### config.mk
export PLATFORM = sky130hd
export DESIGN_NAME = tiny_accumulator_cpu_step_core
export DESIGN_NICKNAME = d
export VERILOG_FILES = /design/src/hw/rtl/tacs_pkg.sv /design/src/hw/rtl/tacs_front.sv /design/src/hw/rtl/tacs_queue.sv /design/src/hw/rtl/tacs_back.sv /design/src/hw/rtl/tiny_accumulator_cpu_step_core.sv
export SDC_FILE = /design/constraint.sdc
export NUM_CORES = 1
export LEC_CHECK = 0
export BUFFER_PORTS_ARGS = -buffer_cell sky130_fd_sc_hd__buf_2
export CORE_UTILIZATION = 40
export DETAILED_ROUTE_END_ITERATION = 8
export PLACE_DENSITY = 0.53
export SYNTH_ARGS = -nofsm -noshare
export SYNTH_HDL_FRONTEND = slang
export SYNTH_SLANG_ARGS = --single-unit
### constraint.sdc
create_clock -name clk -period 11.1 [get_ports clk]
set_input_delay 0 -clock clk [delete_from_list [all_inputs] [get_ports clk]]
set_output_delay 0 -clock clk [all_outputs]
set_load 0.03 [all_outputs]
### src/hw/rtl/tacs_pkg.sv
// Shared types and constants of the tiny accumulator CPU step core.
// Used by the front end, the op queue, the execution back end and the checker.
`default_nettype none

package tacs_pkg;

    localparam int QDEPTH    = 2;
    localparam int QPTR_W    = $clog2(QDEPTH);
    localparam int QCNT_W    = $clog2(QDEPTH + 1);
    localparam int DIV_STEPS = 8;
    localparam int DCNT_W    = $clog2(DIV_STEPS);

    localparam logic [5:0] CLS_IN  = 6'h30;
    localparam logic [5:0] CLS_OUT = 6'h31;
    localparam logic [1:0] REG_D   = 2'd3;

    localparam logic [1:0] ALU_ADD = 2'd0;
    localparam logic [1:0] ALU_SUB = 2'd1;
    localparam logic [1:0] ALU_MUL = 2'd2;
    localparam logic [1:0] ALU_DIV = 2'd3;

    typedef enum logic [2:0] {
        OP_MOVI,
        OP_ADD,
        OP_SUB,
        OP_MUL,
        OP_DIV,
        OP_IN,
        OP_OUT,
        OP_ILL
    } op_t;

    typedef enum logic [1:0] {
        ST_OK,
        ST_ILLEGAL,
        ST_DIVZERO,
        ST_HALTED
    } status_t;

    typedef enum logic [1:0] {
        BK_IDLE,
        BK_OPER,
        BK_DIV,
        BK_WB
    } bk_state_t;

    typedef struct packed {
        op_t        op;
        logic [1:0] dst;
        logic [1:0] src;
        logic [7:0] imm;
    } uop_t;

    typedef struct packed {
        logic valid;
        uop_t uop;
    } q_wr_t;

    typedef struct packed {
        logic empty;
        uop_t uop;
    } q_rd_t;

endpackage

`default_nettype wire

### src/hw/rtl/tacs_front.sv
// Front end: accepts instruction bytes and decodes them into micro-ops.
// Depends on tacs_pkg; feeds tacs_queue.
`default_nettype none

module tacs_front
    import tacs_pkg::*;
(
    input  wire logic       push,
    input  wire logic       full,
    input  wire logic [7:0] instr_byte,
    input  wire logic [7:0] in_value,
    output q_wr_t           q_wr
);

    uop_t uop;

    always_comb
    begin
        uop.op  = OP_ILL;
        uop.dst = instr_byte[3:2];
        uop.src = instr_byte[1:0];
        uop.imm = in_value;
        if (!instr_byte[7])
        begin
            uop.op  = OP_MOVI;
            uop.dst = REG_D;
            uop.imm = {1'b0, instr_byte[6:0]};
        end
        else if (instr_byte[6])
        begin
            if (instr_byte[7:2] == CLS_IN)
            begin
                uop.op  = OP_IN;
                uop.dst = instr_byte[1:0];
            end
            else if (instr_byte[7:2] == CLS_OUT)
            begin
                uop.op = OP_OUT;
            end
            else
            begin
                uop.op = OP_ILL;
            end
        end
        else
        begin
            case (instr_byte[5:4])
                ALU_ADD: uop.op = OP_ADD;
                ALU_SUB: uop.op = OP_SUB;
                ALU_MUL: uop.op = OP_MUL;
                default: uop.op = OP_DIV;
            endcase
        end
    end

    assign q_wr.valid = push && !full;
    assign q_wr.uop   = uop;

endmodule

`default_nettype wire

### src/hw/rtl/tacs_queue.sv
// Short queue of decoded micro-ops between the front end and the back end.
// Depends on tacs_pkg.
`default_nettype none

module tacs_queue
    import tacs_pkg::*;
(
    input  wire logic  clk,
    input  wire logic  rst_n,
    input  wire q_wr_t q_wr,
    input  wire logic  q_pop,
    output logic       full,
    output q_rd_t      q_rd
);

    uop_t              mem_reg [QDEPTH];
    logic [QPTR_W-1:0] wr_ptr_reg;
    logic [QPTR_W-1:0] wr_ptr_next;
    logic [QPTR_W-1:0] rd_ptr_reg;
    logic [QPTR_W-1:0] rd_ptr_next;
    logic [QCNT_W-1:0] cnt_reg;
    logic [QCNT_W-1:0] cnt_next;
    logic              do_pop;

    assign full   = (cnt_reg == QCNT_W'(QDEPTH));
    assign q_rd.empty = (cnt_reg == '0);
    assign q_rd.uop   = mem_reg[rd_ptr_reg];
    assign do_pop     = q_pop && (cnt_reg != '0);

    always_comb
    begin
        wr_ptr_next = wr_ptr_reg;
        rd_ptr_next = rd_ptr_reg;
        cnt_next    = cnt_reg;
        if (q_wr.valid)
        begin
            wr_ptr_next = (wr_ptr_reg == QPTR_W'(QDEPTH - 1)) ? '0 : wr_ptr_reg + 1'b1;
        end
        if (do_pop)
        begin
            rd_ptr_next = (rd_ptr_reg == QPTR_W'(QDEPTH - 1)) ? '0 : rd_ptr_reg + 1'b1;
        end
        if (q_wr.valid && !do_pop)
        begin
            cnt_next = cnt_reg + 1'b1;
        end
        else if (do_pop && !q_wr.valid)
        begin
            cnt_next = cnt_reg - 1'b1;
        end
    end

    always_ff @(posedge clk or negedge rst_n)
    begin
        if (!rst_n)
        begin
            wr_ptr_reg <= '0;
            rd_ptr_reg <= '0;
            cnt_reg    <= '0;
        end
        else
        begin
            wr_ptr_reg <= wr_ptr_next;
            rd_ptr_reg <= rd_ptr_next;
            cnt_reg    <= cnt_next;
        end
    end

    always_ff @(posedge clk)
    begin
        if (q_wr.valid)
        begin
            mem_reg[wr_ptr_reg] <= q_wr.uop;
        end
    end

endmodule

`default_nettype wire

### src/hw/rtl/tacs_back.sv
// Back end: register file, ALU, radix-2 divider, halt flag and result register.
// Depends on tacs_pkg; takes micro-ops from tacs_queue.
`default_nettype none

module tacs_back
    import tacs_pkg::*;
(
    input  wire logic       clk,
    input  wire logic       rst_n,
    input  wire q_rd_t      q_rd,
    output logic            q_pop,
    input  wire logic       pop,
    output logic            empty,
    output logic            out_valid,
    output logic [7:0]      out_value,
    output logic [1:0]      status
);

    bk_state_t         state_reg;
    bk_state_t         state_next;
    logic              oper;
    logic              div_step;
    logic              wb;
    logic              go_div;
    logic              div_last;

    logic [7:0]        rf_mem [4];
    logic [3:0]        rf_vld_reg;
    logic [7:0]        a_raw_reg;
    logic [7:0]        b_raw_reg;
    logic              a_hit_reg;
    logic              b_hit_reg;
    logic [7:0]        op_a;
    logic [7:0]        op_b;
    uop_t              uop_reg;

    logic              halted_reg;
    logic              halted_next;
    logic [DCNT_W-1:0] cnt_reg;
    logic [DCNT_W-1:0] cnt_next;
    logic [7:0]        val_reg;
    logic [7:0]        val_next;
    logic [7:0]        rem_reg;
    logic [7:0]        rem_next;
    logic              wr_reg;
    logic              wr_next;
    status_t           st_reg;
    status_t           st_next;
    logic              ov_reg;
    logic              ov_next;
    logic [7:0]        oval_reg;
    logic [7:0]        oval_next;

    logic              res_valid_reg;
    logic              res_valid_next;
    status_t           res_st_reg;
    logic              res_ov_reg;
    logic [7:0]        res_val_reg;

    logic [8:0]        trial;
    logic              ge;
    logic [7:0]        prod;

    assign op_a     = a_hit_reg ? a_raw_reg : '0;
    assign op_b     = b_hit_reg ? b_raw_reg : '0;
    assign go_div   = !halted_reg && (uop_reg.op == OP_DIV) && (op_b != '0);
    assign div_last = (cnt_reg == DCNT_W'(DIV_STEPS - 1));

    always_comb
    begin
        state_next = state_reg;
        case (state_reg)
            BK_IDLE:
            begin
                if (!q_rd.empty)
                begin
                    state_next = BK_OPER;
                end
            end
            BK_OPER:
            begin
                state_next = go_div ? BK_DIV : BK_WB;
            end
            BK_DIV:
            begin
                if (div_last)
                begin
                    state_next = BK_WB;
                end
            end
            BK_WB:
            begin
                if (!res_valid_reg || pop)
                begin
                    state_next = BK_IDLE;
                end
            end
            default:
            begin
                state_next = BK_IDLE;
            end
        endcase
    end

    always_comb
    begin
        q_pop    = 1'b0;
        oper     = 1'b0;
        div_step = 1'b0;
        wb       = 1'b0;
        case (state_reg)
            BK_IDLE: q_pop    = !q_rd.empty;
            BK_OPER: oper     = 1'b1;
            BK_DIV:  div_step = 1'b1;
            BK_WB:   wb       = !res_valid_reg || pop;
            default: q_pop    = 1'b0;
        endcase
    end

    assign trial = {rem_reg, val_reg[7]};
    assign ge    = (trial >= {1'b0, op_b});
    assign prod  = op_a * op_b;

    always_comb
    begin
        halted_next = halted_reg;
        cnt_next    = cnt_reg;
        val_next    = val_reg;
        rem_next    = rem_reg;
        wr_next     = wr_reg;
        st_next     = st_reg;
        ov_next     = ov_reg;
        oval_next   = oval_reg;
        if (oper)
        begin
            wr_next   = 1'b0;
            st_next   = ST_OK;
            ov_next   = 1'b0;
            oval_next = '0;
            val_next  = '0;
            rem_next  = '0;
            cnt_next  = '0;
            if (halted_reg)
            begin
                st_next = ST_HALTED;
            end
            else
            begin
                case (uop_reg.op)
                    OP_MOVI, OP_IN:
                    begin
                        val_next = uop_reg.imm;
                        wr_next  = 1'b1;
                    end
                    OP_ADD:
                    begin
                        val_next = op_a + op_b;
                        wr_next  = 1'b1;
                    end
                    OP_SUB:
                    begin
                        val_next = op_a - op_b;
                        wr_next  = 1'b1;
                    end
                    OP_MUL:
                    begin
                        val_next = prod;
                        wr_next  = 1'b1;
                    end
                    OP_DIV:
                    begin
                        if (op_b == '0)
                        begin
                            st_next     = ST_DIVZERO;
                            halted_next = 1'b1;
                        end
                        else
                        begin
                            val_next = op_a;
                            wr_next  = 1'b1;
                        end
                    end
                    OP_OUT:
                    begin
                        ov_next   = 1'b1;
                        oval_next = op_b;
                    end
                    default:
                    begin
                        st_next     = ST_ILLEGAL;
                        halted_next = 1'b1;
                    end
                endcase
            end
        end
        else if (div_step)
        begin
            rem_next = ge ? 8'(trial - {1'b0, op_b}) : trial[7:0];
            val_next = {val_reg[6:0], ge};
            cnt_next = cnt_reg + 1'b1;
        end
    end

    always_comb
    begin
        res_valid_next = res_valid_reg;
        if (wb)
        begin
            res_valid_next = 1'b1;
        end
        else if (pop)
        begin
            res_valid_next = 1'b0;
        end
    end

    always_ff @(posedge clk or negedge rst_n)
    begin
        if (!rst_n)
        begin
            state_reg     <= BK_IDLE;
            halted_reg    <= 1'b0;
            cnt_reg       <= '0;
            wr_reg        <= 1'b0;
            res_valid_reg <= 1'b0;
            rf_vld_reg    <= '0;
        end
        else
        begin
            state_reg     <= state_next;
            halted_reg    <= halted_next;
            cnt_reg       <= cnt_next;
            wr_reg        <= wr_next;
            res_valid_reg <= res_valid_next;
            if (wb && wr_reg)
            begin
                rf_vld_reg[uop_reg.dst] <= 1'b1;
            end
        end
    end

    always_ff @(posedge clk)
    begin
        if (q_pop)
        begin
            uop_reg   <= q_rd.uop;
            a_raw_reg <= rf_mem[q_rd.uop.dst];
            b_raw_reg <= rf_mem[q_rd.uop.src];
            a_hit_reg <= rf_vld_reg[q_rd.uop.dst];
            b_hit_reg <= rf_vld_reg[q_rd.uop.src];
        end
        if (wb && wr_reg)
        begin
            rf_mem[uop_reg.dst] <= val_reg;
        end
    end

    always_ff @(posedge clk)
    begin
        val_reg  <= val_next;
        rem_reg  <= rem_next;
        st_reg   <= st_next;
        ov_reg   <= ov_next;
        oval_reg <= oval_next;
        if (wb)
        begin
            res_st_reg  <= st_reg;
            res_ov_reg  <= ov_reg;
            res_val_reg <= oval_reg;
        end
    end

    assign empty     = !res_valid_reg;
    assign out_valid = res_ov_reg;
    assign out_value = res_val_reg;
    assign status    = res_st_reg;

endmodule

`default_nettype wire

### src/hw/rtl/tiny_accumulator_cpu_step_core.sv
// Tiny accumulator CPU step core: one instruction byte in, one result out.
// The back end takes one instruction at a time and accepts the next only after
// the last result is written back; a divide runs the eight radix-2 steps of the
// subtract unit in the back end, and write-back waits while an unpopped result is held.
// Reset (rst_n low, asynchronous) empties the op queue and the result register,
// makes registers A-D read as zero and clears the halt flag.
`default_nettype none

module tiny_accumulator_cpu_step_core
    import tacs_pkg::*;
(
    input  wire logic       clk,
    input  wire logic       rst_n,
    input  wire logic       push,
    output logic            full,
    input  wire logic [7:0] instr_byte,
    input  wire logic [7:0] in_value,
    input  wire logic       pop,
    output logic            empty,
    output logic            out_valid,
    output logic [7:0]      out_value,
    output logic [1:0]      status
);

    q_wr_t q_wr;
    q_rd_t q_rd;
    logic  q_pop;

    tacs_front u_front (
        .push       (push),
        .full       (full),
        .instr_byte (instr_byte),
        .in_value   (in_value),
        .q_wr       (q_wr)
    );

    tacs_queue u_queue (
        .clk   (clk),
        .rst_n (rst_n),
        .q_wr  (q_wr),
        .q_pop (q_pop),
        .full  (full),
        .q_rd  (q_rd)
    );

    tacs_back u_back (
        .clk       (clk),
        .rst_n     (rst_n),
        .q_rd      (q_rd),
        .q_pop     (q_pop),
        .pop       (pop),
        .empty     (empty),
        .out_valid (out_valid),
        .out_value (out_value),
        .status    (status)
    );

endmodule

`default_nettype wire

; ---- Word-level counts from Yosys, hierarchy flattened
; Memory sizes are Yosys's and may differ from the RTL's. A register that Yosys moved wholly into a read port is not among the register bits.
; Index checks and enable logic that the tools add are counted.
[classes]
add_sub_neg = 8
n_mul = 1
n_lt_le_gt_ge = 5
n_eq_ne = 18
n_mux = 52
bitwise = 2
n_reduce_logical = 30
[ops]
columns = op, n
row1 = $mux 8, 8
row2 = $pmux 8 s5, 1
row3 = $mux 1, 22
row4 = $mux 2, 9
row5 = $sub 8x8->8, 2
row6 = $eq 3x3->1 const B, 4
row7 = $eq 6x6->1 const B, 2
row8 = $ge 9x8->1, 1
row9 = $lt 2x3->1 const B, 3
row10 = $mux 3, 3
row11 = $pmux 3 s3, 1
row12 = $add 8x8->8, 1
row13 = $eq 2x2->1 const B, 4
row14 = $logic_and 1x1->1, 8
row15 = $logic_not 8->1, 1
row16 = $mul 8x8->8, 1
row17 = $pmux 2 s4, 1
row18 = $reduce_bool 2->1, 4
row19 = $reduce_bool 8->1, 1
row20 = $eq 3x2->1 const B, 2
row21 = $logic_not 1->1, 6
row22 = $logic_not 2->1, 3
row23 = $reduce_or 6->1, 1
row24 = $mux 5, 1
row25 = 20 further kinds, 26
[totals]
reg_bits = 69
ram_bits = 62
out_inout_bits = 13
wordCells = 140
memories = 2
[memory_table]
columns = memory, depth, width, read_ports, rd_clocked_by_memory_dff, wr, line_no
row1 = u_back.rf_mem, 4, 8, 2, 2, 1, tacs_back.sv:27  ; logic [7:0] rf_mem [4];
row2 = u_queue.mem_reg, 2, 15, 1, 0, 1, tacs_queue.sv:16  ; uop_t mem_reg [QDEPTH];

; ---- Logic depth before layout (Yosys ltp)
; Gate-level depths: netlist (run 1).
[depth]
word_depth = 7
ltp_mapped = 18
depth_no_buf = 17

; ---- Modules after synthesis
; A second synthesis (run 1) with hierarchy kept.
[hier_totals]
cells_unflattened = 650
hier_area_um2 = 8120.3
[modules_own_cells]
columns = module, n_inst, cells_per_inst, area_each_um2, seq_area_each_um2
row1 = tacs_back, 1, 557, 6537.5, 3253.1
row2 = tacs_queue, 1, 63, 1322.5, 1001.0
row3 = tacs_front, 1, 30, 260.2, 0.0

; ---- Worst setup path after synthesis (run 1)
; No wires, ideal clock.
[synth_timing]
path_type = reg2reg
from = register u_back.b_hit_reg
to = register u_back.val_reg[7] (data pin)
setup_ns = 0.275
arrival_ns = 4.386
setup_slack_ns = 6.439
stages_incl_launch_ff = 18
cell_sequence = edfxtp_1 -> clkbuf_1 -> clkbuf_1 -> buf_1 -> nand3_1 -> fa_1 -> fa_1 -> inv_1 -> fa_1 -> inv_1 -> fa_1 -> inv_1 -> ha_1 -> a21oi_1 -> xor2_1 -> xnor2_1 -> xnor2_1 -> o221ai_1
[synth_between]
elab_chain_len = 6
elab_cells_between_ends = 9
classes_between = 2 x add/sub / 1 x mul / 5 x mux / 1 x reduce/logical
[synth_rtl]
columns = element, line_no
row1 = from (decl), tacs_back.sv:32  ; logic b_hit_reg;
row2 = from (signal assigned), tacs_back.sv:250  ; b_hit_reg <= rf_vld_reg[q_rd.uop.src];
row3 = $mux 8 *, tacs_back.sv:65  ; assign op_b = b_hit_reg ? b_raw_reg : '0;
row4 = "parallel branches: the longest is 2 deep, another holds $mul 8x8->8", n/a
row5 = $pmux 8 s5 *, tacs_back.sv:149  ; case (uop_reg.op)
row6 = $mux 8 *, tacs_back.sv:143  ; if (halted_reg)
row7 = $mux 8 *, tacs_back.sv:134  ; if (oper)
row8 = via u_back.val_next[7], tacs_back.sv:42  ; logic [7:0] val_next;
row9 = to (signal assigned), tacs_back.sv:260  ; val_reg <= val_next;
row10 = to (decl), tacs_back.sv:41  ; logic [7:0] val_reg;
; Mark *: on every way through the listed nets, which the timed path passes.
; A chain may end at the register's enable or synchronous reset.

; ---- Final worst setup path (run 1)
; Same ends and word-level chain as after synthesis.

==> results by group, run 1 <==
Status
  • Outcome: complete, no violations

Synthesis
  • Synth unique cells: 68
  • Top-area cell type share of the netlist area: 45.60%
  • Seq/Total Area, Yosys: 52.52%
  • Synthesis-stage register bit count: 147
  • Synth Cell Area: 8100 sq um
  • Top post-synthesis cells by area: edfxtp_1 46%, ha_1 6.8%, dfrtp_1 4.9%
  • Ys async rst share: 10.88%
  • Syn nets: 774
  • Top_reg_cell synth: edfxtp_1
  • Synth area leader: edfxtp_1
  • Syn avg cell area: 11.64 sq um
  • Post-synth EDFFs: 123
  • YS warnings: 0
  • Mapped Cells: 696

Place
  • DP HPWL: 12970 microns
  • Routability cong.: 0.8943
  • IO Port Bufs: 32
  • Dpl cell area: 8526 sq um

Clock network
  • Clock buffer count from CTS: 17
  • H-tree Lvls: 4
  • Post-CTS Repair Setup Buffers: 0
  • Root buf cell: clkbuf_16
  • Maximum root-to-sink buffer count: 2
  • Post-cts gate resize count: 0
  • CTS tree: done
  • Worst-path clk slew: 0.06 ns
  • Post-CTS Hold Buffers: 18
  • Worst skew pair latency: 0.42 ns
  • # clock sinks: 147

Pwr
  • Peak VDD IR: 0.1411 mV
  • Switching Fraction: 40.84%
  • P_sw: 0.001191 W
  • Clock share of power: 18.5%
  • Internal: 0.001725 W
  • Logic pwr share: 47.3%
  • Pwr dens: 314.9 nW/um^2
  • Pleak: 3.649 nW
  • Seq pwr share: 34.2%

STA
  • RSZ-0062 raised after global routing: false
  • Slew Limit Fails: 0
  • Tightest Pin Transition: 0.9608 ns
  • Setup TNS: 0 ns
  • Achievable Freq: 207.7 MHz
  • Setup-failing EPs final: 0
  • Setup Skew: 0.008694 ns
  • Min cycle time layout: 4.815 ns
  • Slew HR: 34.68%
  • Final hold violation count: 0
  • Final cycle utilization of the critical path: 43.38%

Finish
  • Diode count: 0
  • Layout cells sized above 1: 15.30%
  • Cell area after layout: 9264 sq um
  • Number of flip-flops in the largest register: 32
  • Area grow syn2layout: 14.37%
  • Fillers: 1802
  • Fin nets: 823

Setup path
  • Critical Path End Type: flip-flop
  • Critical Path End: u_back.val_reg[7]
  • Reg2reg path depth: 14
  • Worst Path Required: 11.24 ns
  • Startpoint types: flip-flop
  • CP arrival: 4.95 ns
  • Reg-to-reg startpoint: u_back.b_hit_reg
  • R2r endpoint: u_back.val_reg[7]
  • Crit Path Max Fanout: 26
  • Reg2reg setup slack: 6.28 ns
  • Worst setup path category: reg -> reg
  • Worst setup path startpoint: u_back.b_hit_reg

Global routing
  • Grt ovf: 0
  • Initial antenna violation count: 0
  • Vias in the first global route: 5288
  • Largest net degree at the start of global routing: 40
  • First-pass GRT wire length: 28680 microns
  • All-Layer GR Usage: 18.57%

Routing
  • Starting DRC count in detailed routing: 347
  • WL per Instance: 17.23 microns
  • Final WL: 17630 microns
  • Vias: 5295
  • TritonRoute pass-1 iters: 5
  • Vias/cell: 5.176
  • DRC violations left: 0
  • ANT nets after route: 0

Min path
  • Hold crit path type: in -> reg

Floorplan
  • Die ar.: 20820 sq um
  • Die Wd: 144.3 microns
  • Die Y-Extent: 144.3 microns
  • Starting Density: 41.21%
  • Core Footprint: 19650 sq um
  • Top Ports: 33
  • Cell row count: 51

Job
  • Maxcap violations: 0
metrics by stage:
step / total power, W / instances / setup WS [ns] / hold WS, ns / util, %
2_1_floorplan: 0.002021 / 696 / 6.439 / -0.2956 / -
3_3_place_gp: 0.002361 / 973 / 6.384 / -0.04363 / 43.38
3_5_place_dp: 0.002380 / 973 / 6.301 / -0.03335 / 43.38
4_1_cts: 0.002942 / 1023 / 6.274 / 0.002627 / 47.14
5_1_grt: 0.003141 / 1023 / 5.984 / 0.02050 / 47.14
6_report: 0.002917 / 1023 / 6.285 / 0.02151 / 47.14
critical path, cell delays in order (launching register included):
cell and delay [ns]:
edfxtp_1 0.85, nand3_1 0.22, fa_1 0.49, fa_1 0.56, inv_1 0.05, fa_1 0.48, inv_1 0.06, fa_1 0.53
inv_1 0.05, ha_1 0.31, a21oi_1 0.17, xor2_1 0.19, xnor2_1 0.11, xnor2_1 0.29, o221ai_1 0.18
metal layers:
| metal | vias up | GRT usage [%] | share of wire, % |
|---|---|---|---|
| met2 | 113 | 30.34 | 48 |
| met5 | - | 0 | 0 |
| met1 | 2565 | 24.49 | 47 |
| met3 | 20 | 3.444 | 4.0 |
| met4 | 0 | 7.036 | 1.5 |
| li1 | 2597 | - | - |
power by group through the flow:
stage               combinational, W  sequential, W  clock (W)
CTS                          0.00139       0.000997   0.000554
detailed placement           0.00137        0.00101          0
global route                 0.00154        0.00102   0.000576
global placement             0.00136        0.00100          0
finish                       0.00138       0.000996   0.000541
floorplan                    0.00108       0.000940          0
Yosys cell counts (5+ instances only):
cell and count:
a211oi_1 10, a21oi_1 15, a31oi_1 11, and2_1 6
and3_1 14, clkbuf_1 18, dfrtp_1 16, dfxtp_1 8
edfxtp_1 123, fa_1 14, ha_1 44, inv_1 63
mux2_2 18, mux2i_1 10, mux4_2 9, nand2_1 82
nand3_1 19, nand4_1 5, nor2_1 59, nor2b_1 5
o21a_1 5, o21ai_0 14, o22ai_1 8, or2_2 6
xnor2_1 24, xor2_1 11
worst min-delay path by stage:
stage / depth (start not counted) / startpoint / endpoint
floorplan: 0 / rst_n / u_back.cnt_reg[0]
detailed placement: 1 / rst_n / u_back.cnt_reg[1]
global placement: 1 / rst_n / u_queue.cnt_reg[1]
CTS: 2 / instr_byte[6] / u_queue.mem_reg[1][14]
global route: 2 / instr_byte[6] / u_queue.mem_reg[1][14]
finish: 2 / instr_byte[6] / u_queue.mem_reg[1][14]
layout by cell type (no fill, tap or decap), types with 10 or more instances in the layout:
| cell | instances |
|---|---|
| edfxtp_1 | 123 |
| nand2_1 | 82 |
| inv_1 | 63 |
| nor2_1 | 59 |
| ha_1 | 44 |
| buf_2 | 32 |
| xnor2_1 | 24 |
| nand3_1 | 19 |
| mux2_2 | 18 |
| dlygate4sd3_1 | 18 |
| clkbuf_16 | 17 |
| dfrtp_1 | 16 |
| a21oi_1 | 15 |
| o21ai_0 | 14 |
| and3_1 | 14 |
| fa_1 | 14 |
| xor2_1 | 11 |
| a31oi_1 | 11 |
| mux2i_1 | 10 |
| a211oi_1 | 10 |
cell type report:
class | count | area, sq um | area share [%]
inverters | 64 | 240.2 | 2.593
multi-input cells | 458 | 3487 | 37.64
clock buffers | 18 | 429.2 | 4.633
repair buffers | 57 | 392.9 | 4.241
flip-flops and latches | 147 | 4254 | 45.92
well taps | 265 | 331.6 | 3.579
clock inverters | 14 | 128.9 | 1.391
cell families after synthesis:
| group | share of synthesized area (%) |
|---|---|
| AND/OR/NAND/NOR | 12.76 |
| flip-flops | 52.52 |
| AO/OA/AOI/OAI | 9.608 |
| buffers and inverters | 4.495 |
| adder cells (fa/ha/maj) | 10.26 |
| multiplexers | 6.580 |
| XOR/XNOR | 3.784 |
(Power assumes the default switching activity.)
==> inputs of run 2 (changes only) <==
clock period = 4.9 ns   (was 11.1 ns; I/O delays follow)
==> results by group, run 2 (same netlist as run 1, synthesis figures left out) <==
Clock network
  • Worst-path clk slew: 0.06 ns (about the same)
  • Clock buffer count from CTS: 17 (unchanged)
  • Worst skew pair latency: 0.42 ns (about the same)
  • CTS tree: done (unchanged)
  • Root buf cell: clkbuf_16 (unchanged)
  • H-tree Lvls: 4 (unchanged)
  • Maximum root-to-sink buffer count: 2 (unchanged)
  • # clock sinks: 147 (unchanged)

STA
  • Min cycle time layout: 4.615 ns (was 4.815 ns)
  • RSZ-0062 raised after global routing: false (unchanged)
  • Final hold violation count: 0 (unchanged)
  • Final cycle utilization of the critical path: 94.19% (was 43.38%)
  • Tightest Pin Transition: 1.008 ns (was 0.9608 ns)
  • Slew HR: 31.44% (was 34.68%)
  • Slew Limit Fails: 0 (unchanged)
  • Setup-failing EPs final: 0 (unchanged)
  • Setup TNS: 0 ns (unchanged)
  • Setup Skew: 0.007924 ns (was 0.008694 ns)
  • Achievable Freq: 216.7 MHz (was 207.7 MHz)

Floorplan
  • Cell row count: 51 (unchanged)
  • Die Wd: 144.3 microns (unchanged)
  • Die Y-Extent: 144.3 microns (unchanged)
  • Starting Density: 41.21% (unchanged)
  • Top Ports: 33 (unchanged)
  • Die ar.: 20820 sq um (unchanged)
  • Core Footprint: 19650 sq um (unchanged)

Finish
  • Fin nets: 832 (was 823)
  • Layout cells sized above 1: 16.19% (was 15.30%)
  • Area grow syn2layout: 15.55% (was 14.37%)
  • Most frequent cells in the layout: 123 x edfxtp_1, 82 x nand2_1, 63 x inv_1, 59 x nor2_1, 44 x ha_1 (unchanged)
  • Diode count: 0 (unchanged)
  • Most common cell after layout, fill and taps aside: edfxtp_1 (unchanged)
  • Number of flip-flops in the largest register: 32 (unchanged)

Routing
  • Final WL: 18070 microns (was 17630 microns)
  • TritonRoute pass-1 iters: 5 (unchanged)
  • ANT nets after route: 0 (unchanged)
  • Vias/cell: 5.264 (was 5.176)
  • Starting DRC count in detailed routing: 370 (was 347)
  • WL per Instance: 17.52 microns (was 17.23 microns)
  • DRC violations left: 0 (unchanged)
  • Vias: 5427 (was 5295)

Setup path
  • Crit Path Max Fanout: 5 (was 26)
  • Reg2reg setup slack: 0.28 ns (was 6.28 ns)
  • Worst setup path category: reg -> reg (unchanged)
  • CP arrival: 4.76 ns (was 4.95 ns)
  • Worst setup path startpoint: u_back.a_hit_reg (was u_back.b_hit_reg)
  • Startpoint types: flip-flop (unchanged)
  • Reg2reg path depth: 16 (was 14)
  • R2r endpoint: u_back.val_reg[7] (unchanged)
  • Critical Path End Type: flip-flop (unchanged)
  • Worst Path Required: 5.04 ns (was 11.24 ns)
  • Crit-path cells: nand2_1, inv_1, nand3_1, fa_1, fa_1, inv_1, fa_1, inv_1, fa_1, inv_1, ha_1, a21oi_1, xor2_1, xnor2_1, xnor2_1, o221ai_1 (was nand3_1, fa_1, fa_1, inv_1, fa_1, inv_1, fa_1, inv_1, ha_1, a21oi_1, xor2_1, xnor2_1, xnor2_1, o221ai_1)
  • Critical Path End: u_back.val_reg[7] (unchanged)
  • Slowest CP cell: fa_1 (was edfxtp_1)
  • Largest stage delay on the critical path: 0.56 ns (was 0.85 ns)
  • Reg-to-reg startpoint: u_back.a_hit_reg (was u_back.b_hit_reg)

Global routing
  • First-pass GRT wire length: 28390 microns (was 28680 microns)
  • Initial antenna violation count: 0 (unchanged)
  • Grt ovf: 0 (unchanged)
  • All-Layer GR Usage: 18.45% (was 18.57%)
  • Vias in the first global route: 5269 (was 5288)
  • Largest net degree at the start of global routing: 40 (unchanged)

Min path
  • Hold crit path type: in -> async (was in -> reg)

Status
  • Outcome: complete, no violations (unchanged)

Pwr
  • Pwr dens: 721.4 nW/um^2 (was 314.9 nW/um^2)
  • Peak VDD IR: 0.3158 mV (was 0.1411 mV)
  • Pleak: 3.709 nW (was 3.649 nW)
  • Total power: 0.006752 W (was 0.002917 W)

Place
  • DP HPWL: 13220 microns (was 12970 microns)
  • Routability cong.: 0.9260 (was 0.8943)
  • IO Port Bufs: 32 (unchanged)

Job
  • Maxcap violations: 0 (unchanged)
-- run 2: power breakdown --
part / leakage [nW] / switching [W] / internal (W)
sequential: 1.40 / 0.000298 / 0.00191
clock: 0.282 / 0.000503 / 0.000795
combinational: 2.03 / 0.00192 / 0.00133
-- run 2: worst min path at each step --
stage | startpoint | endpoint
global placement | rst_n | u_queue.wr_ptr_reg
global route | rst_n | u_queue.wr_ptr_reg
floorplan | rst_n | u_back.cnt_reg[0]
finish | rst_n | u_back.res_valid_reg
detailed placement | rst_n | u_queue.cnt_reg[0]
CTS | rst_n | u_queue.cnt_reg[1]
-- run 2: layout make-up --
| type | count | area [sq um] |
|---|---|---|
| repair buffers | 66 | 460.4 |
| flip-flops and latches | 147 | 4254 |
| fillers | 1808 | 10290 |
| clock inverters | 14 | 161.4 |
| well taps | 265 | 331.6 |
| multi-input cells | 458 | 3487 |
| clock buffers | 17 | 425.4 |
| inverters | 64 | 240.2 |
-- run 2: per-stage QoR --
stage / utilization (%) / hold slack [ns] / cells / worst slack (ns) / area [sq um]
global placement: 43.72 / -0.04224 / 982 / 0.3750 / 8593
global route: 47.63 / 0.06337 / 1031 / 0.04185 / 9360
floorplan: - / -0.2956 / 696 / 0.2388 / 8100
finish: 47.63 / 0.04195 / 1031 / 0.2848 / 9360
CTS: 47.63 / 0.04010 / 1031 / 0.2836 / 9360
detailed placement: 43.72 / -0.03985 / 982 / 0.3009 / 8593
-- run 2: critical path: cells and delay by family, from the launching register on --
family	cells	cell delay, ns
AOI/OAI and AO/OA	2	0.34
and+or+nand+nor	2	0.36
xor gates and xnor gates	3	0.57
buffers and inverters	4	0.33
DFF	1	0.40
adders and majority gates	5	2.35
-- run 2: layer usage --
layer | vias up | global-route usage, % | wire length, microns
met1 | 2674 | 24.89 | 8489
met5 | - | 0 | 0
met4 | 0 | 6.205 | 276
li1 | 2610 | - | -
met2 | 123 | 29.83 | 8658
met3 | 20 | 3.377 | 642
-- run 2: repair_timing --
action | CTS | global route
hold endpoints to repair | 44 | 0
hold buffers | 18 | 0
gates resized for setup | 0 | 0
buffers inserted | 0 | 0
